[src/design/tgarle_pkg.sv]
// Shared types and constants for the TGA run-length pixel decoder.
// No dependencies; imported by every module of the block.
package tgarle_pkg;

   localparam int COORD_BITS_DEFAULT = 16;
   localparam int MIN_WIDTH          = 4;
   localparam int CSR_ADDR_BITS      = 5;
   localparam int CSR_DATA_BITS      = 32;

   // Register indexes on the configuration port (byte address = 4 * index)
   typedef enum logic [2:0] {
      REG_IMAGE_WIDTH  = 3'd0,
      REG_IMAGE_HEIGHT = 3'd1,
      REG_FLIP_HORIZ   = 3'd2,
      REG_TOP_ORIGIN   = 3'd3,
      REG_COMPRESSED   = 3'd4
   } reg_index_type;

   // Byte phase: header (or first color byte when uncompressed), then color bytes
   typedef enum logic [2:0] {
      PH_HEADER = 3'd0,
      PH_BYTE0  = 3'd1,
      PH_BYTE1  = 3'd2,
      PH_BYTE2  = 3'd3,
      PH_BYTE3  = 3'd4
   } phase_type;

   localparam logic [7:0] RUN_BIAS = 8'd127;

   typedef enum logic {
      ST_ACCEPT  = 1'b0,
      ST_SEGMENT = 1'b1
   } state_type;

   typedef struct packed {
      logic restart;    // configuration written: drop stream state
      logic load_byte;  // take the request byte
      logic emit;       // produce one segment into the output register
   } dp_cmd_type;

   typedef struct packed {
      logic pixel_ready;  // request byte would complete a pixel
      logic seg_final;    // segment computed now is the last for this pixel
   } dp_status_type;

endpackage

[src/design/tga_rle_pixel_decoder.sv]
// Decodes 32-bit TGA pixel data, one request byte per cycle while req_stall is low,
// into row segments of one color. In compressed mode each packet starts with a header
// byte. The fourth color byte of a pixel hands the run to a single segment unit that
// produces one segment per cycle while the result register is not blocked (up to 33
// for a 128-pixel run over narrow rows); request input is stalled meanwhile. A write
// to a defined register restarts decoding. Bytes after the last image pixel are taken
// and dropped.
module tga_rle_pixel_decoder #(
   parameter int COORD_BITS = tgarle_pkg::COORD_BITS_DEFAULT
) (
   input  logic                                 clock,
   input  logic                                 reset,
   input  logic                                 req_valid,
   output logic                                 req_stall,
   input  logic [7:0]                           req_data_byte,
   output logic                                 rsp_valid,
   input  logic                                 rsp_stall,
   output logic [15:0]                          rsp_row,
   output logic [15:0]                          rsp_first_column,
   output logic [7:0]                           rsp_pixel_count,
   output logic [31:0]                          rsp_argb_color,
   output logic                                 rsp_image_done,
   output logic                                 rsp_last,
   input  logic                                 psel,
   input  logic                                 penable,
   input  logic                                 pwrite,
   input  logic [tgarle_pkg::CSR_ADDR_BITS-1:0] paddr,
   input  logic [tgarle_pkg::CSR_DATA_BITS-1:0] pwdata,
   output logic [tgarle_pkg::CSR_DATA_BITS-1:0] prdata,
   output logic                                 pready
);
   import tgarle_pkg::*;

   logic [15:0] width_ff, height_ff;
   logic        flip_ff, top_ff, compressed_ff;

   reg_index_type         reg_idx;
   logic                  wr_en, cfg_write;
   logic [COORD_BITS-1:0] width_bits, height_bits, width_eff, height_eff;

   dp_cmd_type    cmd;
   dp_status_type status;

   assign pready  = 1'b1;
   assign reg_idx = reg_index_type'(paddr[CSR_ADDR_BITS-1:2]);
   assign wr_en   = psel && penable && pwrite && pready;

   always_comb begin
      cfg_write = 1'b0;
      prdata    = '0;
      unique case (reg_idx)
         REG_IMAGE_WIDTH: begin
            cfg_write = wr_en;
            prdata    = CSR_DATA_BITS'(width_ff);
         end
         REG_IMAGE_HEIGHT: begin
            cfg_write = wr_en;
            prdata    = CSR_DATA_BITS'(height_ff);
         end
         REG_FLIP_HORIZ: begin
            cfg_write = wr_en;
            prdata    = CSR_DATA_BITS'(flip_ff);
         end
         REG_TOP_ORIGIN: begin
            cfg_write = wr_en;
            prdata    = CSR_DATA_BITS'(top_ff);
         end
         REG_COMPRESSED: begin
            cfg_write = wr_en;
            prdata    = CSR_DATA_BITS'(compressed_ff);
         end
         default: begin
            cfg_write = 1'b0;
            prdata    = '0;
         end
      endcase
   end

   always_ff @(posedge clock) begin
      if (reset) begin
         width_ff      <= 16'(MIN_WIDTH);
         height_ff     <= 16'd1;
         flip_ff       <= 1'b0;
         top_ff        <= 1'b0;
         compressed_ff <= 1'b1;
      end else if (cfg_write) begin
         unique case (reg_idx)
            REG_IMAGE_WIDTH:  width_ff      <= pwdata[15:0];
            REG_IMAGE_HEIGHT: height_ff     <= pwdata[15:0];
            REG_FLIP_HORIZ:   flip_ff       <= pwdata[0];
            REG_TOP_ORIGIN:   top_ff        <= pwdata[0];
            REG_COMPRESSED:   compressed_ff <= pwdata[0];
            default:          compressed_ff <= compressed_ff;
         endcase
      end
   end

   // Degenerate sizes: narrow widths act as the minimum, zero height as one row
   assign width_bits  = width_ff[COORD_BITS-1:0];
   assign height_bits = height_ff[COORD_BITS-1:0];
   assign width_eff   = (width_bits < COORD_BITS'(MIN_WIDTH)) ? COORD_BITS'(MIN_WIDTH)
                                                              : width_bits;
   assign height_eff  = (height_bits == '0) ? COORD_BITS'(1) : height_bits;

   tgarle_ctrl u_ctrl (
      .clock     (clock),
      .reset     (reset),
      .req_valid (req_valid),
      .req_stall (req_stall),
      .rsp_valid (rsp_valid),
      .rsp_stall (rsp_stall),
      .cfg_write (cfg_write),
      .status    (status),
      .cmd       (cmd)
   );

   tgarle_dp #(
      .COORD_BITS (COORD_BITS)
   ) u_dp (
      .clock           (clock),
      .reset           (reset),
      .cmd             (cmd),
      .status          (status),
      .data_byte       (req_data_byte),
      .width_eff       (width_eff),
      .height_eff      (height_eff),
      .flip_horizontal (flip_ff),
      .top_origin      (top_ff),
      .compressed      (compressed_ff),
      .row             (rsp_row),
      .first_column    (rsp_first_column),
      .pixel_count     (rsp_pixel_count),
      .argb_color      (rsp_argb_color),
      .image_done      (rsp_image_done),
      .last            (rsp_last)
   );

endmodule

[src/design/tgarle_ctrl.sv]
// Controller for the TGA run-length pixel decoder: accept / segment state machine
// and the result-valid flag. Depends on tgarle_pkg.
module tgarle_ctrl (
   input  logic                     clock,
   input  logic                     reset,
   input  logic                     req_valid,
   output logic                     req_stall,
   output logic                     rsp_valid,
   input  logic                     rsp_stall,
   input  logic                     cfg_write,
   input  tgarle_pkg::dp_status_type status,
   output tgarle_pkg::dp_cmd_type    cmd
);
   import tgarle_pkg::*;

   state_type state_ff, state_in;
   logic      rsp_valid_ff, rsp_valid_in;
   logic      slot_free;

   assign slot_free = !rsp_valid_ff || !rsp_stall;
   assign req_stall = (state_ff != ST_ACCEPT);
   assign rsp_valid = rsp_valid_ff;

   always_ff @(posedge clock) begin
      if (reset) begin
         state_ff     <= ST_ACCEPT;
         rsp_valid_ff <= 1'b0;
      end else begin
         state_ff     <= state_in;
         rsp_valid_ff <= rsp_valid_in;
      end
   end

   always_comb begin
      state_in      = state_ff;
      cmd.restart   = cfg_write;
      cmd.load_byte = 1'b0;
      cmd.emit      = 1'b0;
      unique case (state_ff)
         ST_ACCEPT: begin
            cmd.load_byte = req_valid;
            if (req_valid && status.pixel_ready) begin
               state_in = ST_SEGMENT;
            end
         end
         ST_SEGMENT: begin
            if (slot_free) begin
               cmd.emit = 1'b1;
               if (status.seg_final) begin
                  state_in = ST_ACCEPT;
               end
            end
         end
         default: state_in = ST_ACCEPT;
      endcase
      if (cfg_write) begin
         state_in = ST_ACCEPT;
      end
      rsp_valid_in = cmd.emit ? 1'b1 : (rsp_valid_ff && rsp_stall);
   end

   a_pixel_starts_segments: assert property (@(posedge clock) disable iff (reset)
      (state_ff == ST_ACCEPT && req_valid && status.pixel_ready && !cfg_write)
      |=> state_ff == ST_SEGMENT)
      else $error("completed pixel did not start segment output");

   a_final_segment_returns: assert property (@(posedge clock) disable iff (reset)
      (cmd.emit && status.seg_final && !cfg_write) |=> state_ff == ST_ACCEPT)
      else $error("final segment did not return to byte accept");

   a_blocked_output_waits: assert property (@(posedge clock) disable iff (reset)
      (state_ff == ST_SEGMENT && !slot_free && !cfg_write)
      |=> state_ff == ST_SEGMENT && rsp_valid_ff)
      else $error("segment state left while output register was blocked");

   a_emit_sets_valid: assert property (@(posedge clock) disable iff (reset)
      cmd.emit |=> rsp_valid_ff)
      else $error("emitted segment not presented");

endmodule

[src/design/tgarle_dp.sv]
// Datapath for the TGA run-length pixel decoder: packet header and color byte
// capture, position tracking and row segment generation. Depends on tgarle_pkg.
module tgarle_dp #(
   parameter int COORD_BITS = tgarle_pkg::COORD_BITS_DEFAULT
) (
   input  logic                      clock,
   input  logic                      reset,
   input  tgarle_pkg::dp_cmd_type    cmd,
   output tgarle_pkg::dp_status_type status,
   input  logic [7:0]                data_byte,
   input  logic [COORD_BITS-1:0]     width_eff,
   input  logic [COORD_BITS-1:0]     height_eff,
   input  logic                      flip_horizontal,
   input  logic                      top_origin,
   input  logic                      compressed,
   output logic [15:0]               row,
   output logic [15:0]               first_column,
   output logic [7:0]                pixel_count,
   output logic [31:0]               argb_color,
   output logic                      image_done,
   output logic                      last
);
   import tgarle_pkg::*;

   phase_type             phase_ff, phase_in;
   logic [7:0]            packet_left_ff, packet_left_in;
   logic                  raw_ff, raw_in;
   logic [23:0]           color_bytes_ff, color_bytes_in;
   logic [31:0]           color_ff, color_in;
   logic [7:0]            remain_ff, remain_in;
   logic [COORD_BITS-1:0] column_ff, column_in;
   logic [COORD_BITS-1:0] row_count_ff, row_count_in;
   logic                  finished_ff, finished_in;

   logic [15:0] row_ff, column_out_ff;
   logic [7:0]  count_ff;
   logic [31:0] argb_ff;
   logic        done_ff, last_ff;

   logic                  is_header;
   logic [1:0]            byte_k;
   logic [7:0]            left_dec;
   logic [COORD_BITS-1:0] cols_left;
   logic                  row_fits;
   logic [7:0]            seg;
   logic                  full_row;
   logic                  finishing;
   logic [COORD_BITS-1:0] mrow, mcol;

   assign is_header = compressed && (phase_ff == PH_HEADER);
   assign byte_k    = (phase_ff == PH_HEADER) ? 2'd0 : 2'(phase_ff - PH_BYTE0);
   assign left_dec  = (packet_left_ff != 8'd0) ? packet_left_ff - 8'd1 : 8'd0;

   // Segment: min(columns left in row, pixels left in run)
   assign cols_left = width_eff - column_ff;
   assign row_fits  = cols_left <= COORD_BITS'(remain_ff);
   assign seg       = row_fits ? 8'(cols_left) : remain_ff;
   assign full_row  = row_fits;
   assign finishing = full_row && (row_count_ff == height_eff - COORD_BITS'(1));
   assign mrow      = top_origin ? row_count_ff : height_eff - COORD_BITS'(1) - row_count_ff;
   assign mcol      = flip_horizontal ? cols_left - COORD_BITS'(seg) : column_ff;

   assign status.pixel_ready = !finished_ff && !is_header && (byte_k == 2'd3);
   assign status.seg_final   = finishing || (cols_left >= COORD_BITS'(remain_ff));

   always_comb begin
      phase_in       = phase_ff;
      packet_left_in = packet_left_ff;
      raw_in         = raw_ff;
      color_bytes_in = color_bytes_ff;
      color_in       = color_ff;
      remain_in      = remain_ff;
      column_in      = column_ff;
      row_count_in   = row_count_ff;
      finished_in    = finished_ff;

      if (cmd.restart) begin
         phase_in       = PH_HEADER;
         packet_left_in = 8'd0;
         raw_in         = 1'b0;
         color_bytes_in = 24'd0;
         column_in      = '0;
         row_count_in   = '0;
         finished_in    = 1'b0;
      end else if (cmd.load_byte && !finished_ff) begin
         if (is_header) begin
            if (!data_byte[7]) begin
               packet_left_in = data_byte + 8'd1;
               raw_in         = 1'b1;
            end else begin
               packet_left_in = data_byte - RUN_BIAS;
               raw_in         = 1'b0;
            end
            phase_in = PH_BYTE0;
         end else if (byte_k != 2'd3) begin
            unique case (byte_k)
               2'd0:    color_bytes_in[7:0]   = data_byte;
               2'd1:    color_bytes_in[15:8]  = data_byte;
               default: color_bytes_in[23:16] = data_byte;
            endcase
            phase_in = phase_type'(3'(byte_k) + 3'd2);
         end else begin
            color_in = {data_byte, color_bytes_ff};
            if (!compressed) begin
               remain_in = 8'd1;
               phase_in  = PH_HEADER;
            end else if (raw_ff) begin
               remain_in      = 8'd1;
               packet_left_in = left_dec;
               phase_in       = (left_dec != 8'd0) ? PH_BYTE0 : PH_HEADER;
            end else begin
               remain_in      = (packet_left_ff != 8'd0) ? packet_left_ff : 8'd1;
               packet_left_in = 8'd0;
               phase_in       = PH_HEADER;
            end
         end
      end else if (cmd.emit) begin
         remain_in = remain_ff - seg;
         if (full_row) begin
            column_in    = '0;
            row_count_in = row_count_ff + COORD_BITS'(1);
            finished_in  = finishing;
         end else begin
            column_in = column_ff + COORD_BITS'(seg);
         end
      end
   end

   always_ff @(posedge clock) begin
      if (reset) begin
         phase_ff       <= PH_HEADER;
         packet_left_ff <= 8'd0;
         raw_ff         <= 1'b0;
         color_bytes_ff <= 24'd0;
         column_ff      <= '0;
         row_count_ff   <= '0;
         finished_ff    <= 1'b0;
      end else begin
         phase_ff       <= phase_in;
         packet_left_ff <= packet_left_in;
         raw_ff         <= raw_in;
         color_bytes_ff <= color_bytes_in;
         column_ff      <= column_in;
         row_count_ff   <= row_count_in;
         finished_ff    <= finished_in;
      end
   end

   always_ff @(posedge clock) begin
      color_ff  <= color_in;
      remain_ff <= remain_in;
      if (cmd.emit) begin
         row_ff        <= 16'(mrow);
         column_out_ff <= 16'(mcol);
         count_ff      <= seg;
         argb_ff       <= color_ff;
         done_ff       <= finishing;
         last_ff       <= status.seg_final;
      end
   end

   assign row          = row_ff;
   assign first_column = column_out_ff;
   assign pixel_count  = count_ff;
   assign argb_color   = argb_ff;
   assign image_done   = done_ff;
   assign last         = last_ff;

endmodule

[config.mk]
export PLATFORM = sky130hd
export DESIGN_NAME = tga_rle_pixel_decoder
export DESIGN_NICKNAME = d
export VERILOG_FILES = /design/src/design/tgarle_pkg.sv /design/src/design/tga_rle_pixel_decoder.sv /design/src/design/tgarle_ctrl.sv /design/src/design/tgarle_dp.sv
export SDC_FILE = /design/constraint.sdc
export NUM_CORES = 1
export LEC_CHECK = 0
export BUFFER_PORTS_ARGS = -buffer_cell sky130_fd_sc_hd__buf_4
export CAP_MARGIN = 5
export CORE_MARGIN = 4
export CORE_UTILIZATION = 53
export CTS_CLUSTER_SIZE = 30
export DETAILED_ROUTE_END_ITERATION = 8
export PLACE_DENSITY = 0.77
export SKIP_CTS_REPAIR_TIMING = 1
export SLEW_MARGIN = 20
export SYNTH_ARGS = -nofsm -noshare
export SYNTH_HDL_FRONTEND = slang
export SYNTH_SLANG_ARGS = --single-unit
[constraint.sdc]
create_clock -name clock -period 6.29 [get_ports clock]
set_clock_uncertainty 0.2 [all_clocks]
set_input_delay 0.629 -clock clock [delete_from_list [all_inputs] [get_ports clock]]
set_output_delay 0.629 -clock clock [all_outputs]
set_load 0.05 [all_outputs]
==> impl_metrics.env <==
export IMPL_status="finished clean"
export IMPL_fin_crit_ns=6.06
export IMPL_path_clk_slew_ns=0.07
export IMPL_critPathArrivalTime_ns=6.10
export IMPL_grt_pass1_vias=9535
export IMPL_synth_top_family_by_area="simple AND/OR/NAND/NOR gates"
export IMPL_initial_core_util_pct=53.7
export IMPL_gr_total_overflow=0
export IMPL_fin_total_pwr_w=0.00358
export IMPL_drc=0
export IMPL_diodes=0
export IMPL_final_net_count=1538
export IMPL_max_slew_worst_pin_slew_ns=0.979
export IMPL_clk_latency_ns=0.52
export IMPL_p_int_w=0.00263
export IMPL_chipWidth_um=159
export IMPL_mostFrequentLayoutCells="buf_4 (162), nand2_1 (149), nor2_1 (123)"
export IMPL_drive_gt1_share_pct=17.6
export IMPL_end_kind="register"
export IMPL_fin_util_pct=63.4
export IMPL_wl_per_cell_um=17.6
export IMPL_postRouteAntennaNets=0
export IMPL_grtUsageMet1_pct=31.1
export IMPL_vias_per_cell=5.76
export IMPL_cts_tree="yes"
export IMPL_dieArea_um2=25400
export IMPL_leakage_nw=5.64
export IMPL_power_frac_comb_pct=16.9
export IMPL_dpl_hpwl_mm=21.7
export IMPL_max_stage_delay_ns=0.34
export IMPL_fp_row_count=55
export IMPL_power_switching_w=0.000952
export IMPL_crit_family="simple AND/OR/NAND/NOR gates"
export IMPL_synth_simple_area_share_pct=17.4
export IMPL_synthCells=1282
export IMPL_antenna_found_initial=1
export IMPL_grt_first_pass_wirelength_mm=48.6
export IMPL_drtIter0Drc=694
export IMPL_h_tree_depth=1
export IMPL_relSlewSlack_pct=34.6
export IMPL_p_clk_share_pct=40.1
export IMPL_wirelength_mm=30.1
export IMPL_gp_congestion=0.940
export IMPL_firstDrtPassIters=6
export IMPL_root_buffer="clkbuf_16"
export IMPL_grt_usage_pct=23.0
export IMPL_port_buffers=125
export IMPL_synth_edf_count=114
export IMPL_clock_sinks=220
export IMPL_vdd_drop_max_v=0.000212
export IMPL_setup_viol=0
export IMPL_path_class="reg -> reg"
export IMPL_synth_area_um2=12100
export IMPL_async_flop_share_pct=0
export IMPL_die_h_um=159
export IMPL_via_count=9867
export IMPL_fp_coreArea_um2=22600
export IMPL_crit_required_ns=6.33
export IMPL_drv_cap=0
export IMPL_ys_flop_type="edfxtp_1"
export IMPL_cts_path_max_buffers=3
export IMPL_cp_max_fo=4
export IMPL_synth_xor_area_share_pct=5.13
export IMPL_gr_usage_met2_pct=38.2
export IMPL_grt_max_degree=56
export IMPL_syn2layout_area_growth_pct=17.9
export IMPL_synth_seq_cells=220
export IMPL_synth_warnings=0
export IMPL_p_seq_share_pct=42.9
export IMPL_finalHoldViolCount=0
export IMPL_crit_slowest_cell="dfxtp_1"
export IMPL_holdWs_ns=0.131
export IMPL_path_buf_inv=2
export IMPL_netlist_cell_type_count=75
export IMPL_p_sw_share_pct=26.6
export IMPL_busiest_layer="met2"
export IMPL_synth_avg_cell_area_um2=9.46
export IMPL_power_density_nw_per_um2=251
export IMPL_layout_commonest_cell="buf_4"
export IMPL_synthMuxAreaShare_pct=3.51
export IMPL_met3_usage_pct=3.96
export IMPL_cts_buffers=23
export IMPL_timing_fmax_mhz=165
export IMPL_cp_start_kind="register"
export IMPL_yosys_area_share_adder_pct=8.05
export IMPL_io_pins=161
export IMPL_hold_class="in -> reg"
export IMPL_seq_area_frac_synth_pct=45.7
export IMPL_drv_slew=0
export IMPL_synth_compound_area_share_pct=15.3
export IMPL_fin_crit_sh_pct=96.4
-- registers in the layout, summed over array words and instances (netlist names), 3 cells and up --
signal,flops
height_bits,16
u_dp.argb_color,32
u_dp.color_bytes_ff,24
u_dp.color_ff,32
u_dp.column_ff,16
u_dp.first_column,16
u_dp.packet_left_ff,8
u_dp.phase_ff,3
u_dp.pixel_count,8
u_dp.remain_ff,8
u_dp.row,16
u_dp.row_count_ff,16
width_bits,16
-- logic make-up (layout without fill, tap and decap cells) --
logic type / after synthesis / after routing
adders and majority gates: 75 / 75
other: 2 / 17
AOI/OAI and AO/OA: 292 / 292
xor gates and xnor gates: 71 / 71
and+or+nand+nor: 444 / 444
muxes: 41 / 41
DFF: 220 / 220
buffers and inverters: 137 / 268
-- routing by layer --
layer	up-vias	routed length, µm
met5	-	18
met4	2	755
met3	52	1950
met2	347	14300
met1	4664	13100
li1	4802	-
-- layout make-up --
| cell class | instances | area, µm² |
|---|---|---|
| Sequential cell | 220 | 5550 |
| Clock buffer | 31 | 688 |
| Clock inverter | 11 | 126 |
| Inverter | 63 | 238 |
| Fill cell | 1857 | 8270 |
| Tap cell | 285 | 357 |
| Timing Repair Buffer | 163 | 1230 |
| Multi-Input combinational cell | 940 | 6120 |
-- path summary, 6_finish.rpt --
| path | startpoint | to | slack (ns) | cells after the start |
|---|---|---|---|---|
| worst min-delay path | req_data_byte[7] | u_dp.raw_ff | 0.13 | 2 |
| worst max register to register | width_bits[7] | u_dp.first_column[13] | 0.23 | 28 |
| worst min register to register | u_dp.color_ff[7] | u_dp.argb_color[7] | 0.22 | 0 |
| worst max-delay path | width_bits[7] | u_dp.first_column[13] | 0.23 | 28 |
-- stage by stage --
step                std cells  setup WS [ns]  TNS (ns)  cell area (µm²)
floorplan                1297          0.374         0            12200
global placement         1670          0.134         0            13400
detailed placement       1670         0.0234         0            13400
CTS                      1712        -0.0569   -0.0569            14200
global route             1713        -0.0747    -0.253            14300
finish                   1713          0.230         0            14300
-- power groups by stage --
| stage | registers [W] | logic (W) | clock network, W |
|---|---|---|---|
| after detailed placement | 0.00157 | 0.000584 | 0 |
| after global placement | 0.00157 | 0.000570 | 0 |
| final | 0.00154 | 0.000607 | 0.00144 |
| after floorplan | 0.00156 | 0.000424 | 0 |
| after global routing | 0.00154 | 0.000665 | 0.00152 |
| after CTS | 0.00154 | 0.000589 | 0.00146 |
-- synthesized netlist by cell type (30+ instances only) --
| library cell | number | area [µm²] |
|---|---|---|
| o21ai_0 | 58 | 290 |
| ha_1 | 70 | 876 |
| nand2_1 | 150 | 563 |
| clkbuf_1 | 52 | 195 |
| edfxtp_1 | 114 | 3420 |
| mux2i_1 | 38 | 380 |
| xor2_1 | 30 | 263 |
| a21oi_1 | 115 | 576 |
| inv_1 | 63 | 236 |
| a21o_1 | 30 | 225 |
| xnor2_1 | 41 | 359 |
| dfxtp_1 | 106 | 2120 |
| nand3_1 | 37 | 185 |
| nor2_1 | 125 | 469 |
(Power assumes the default switching activity.)
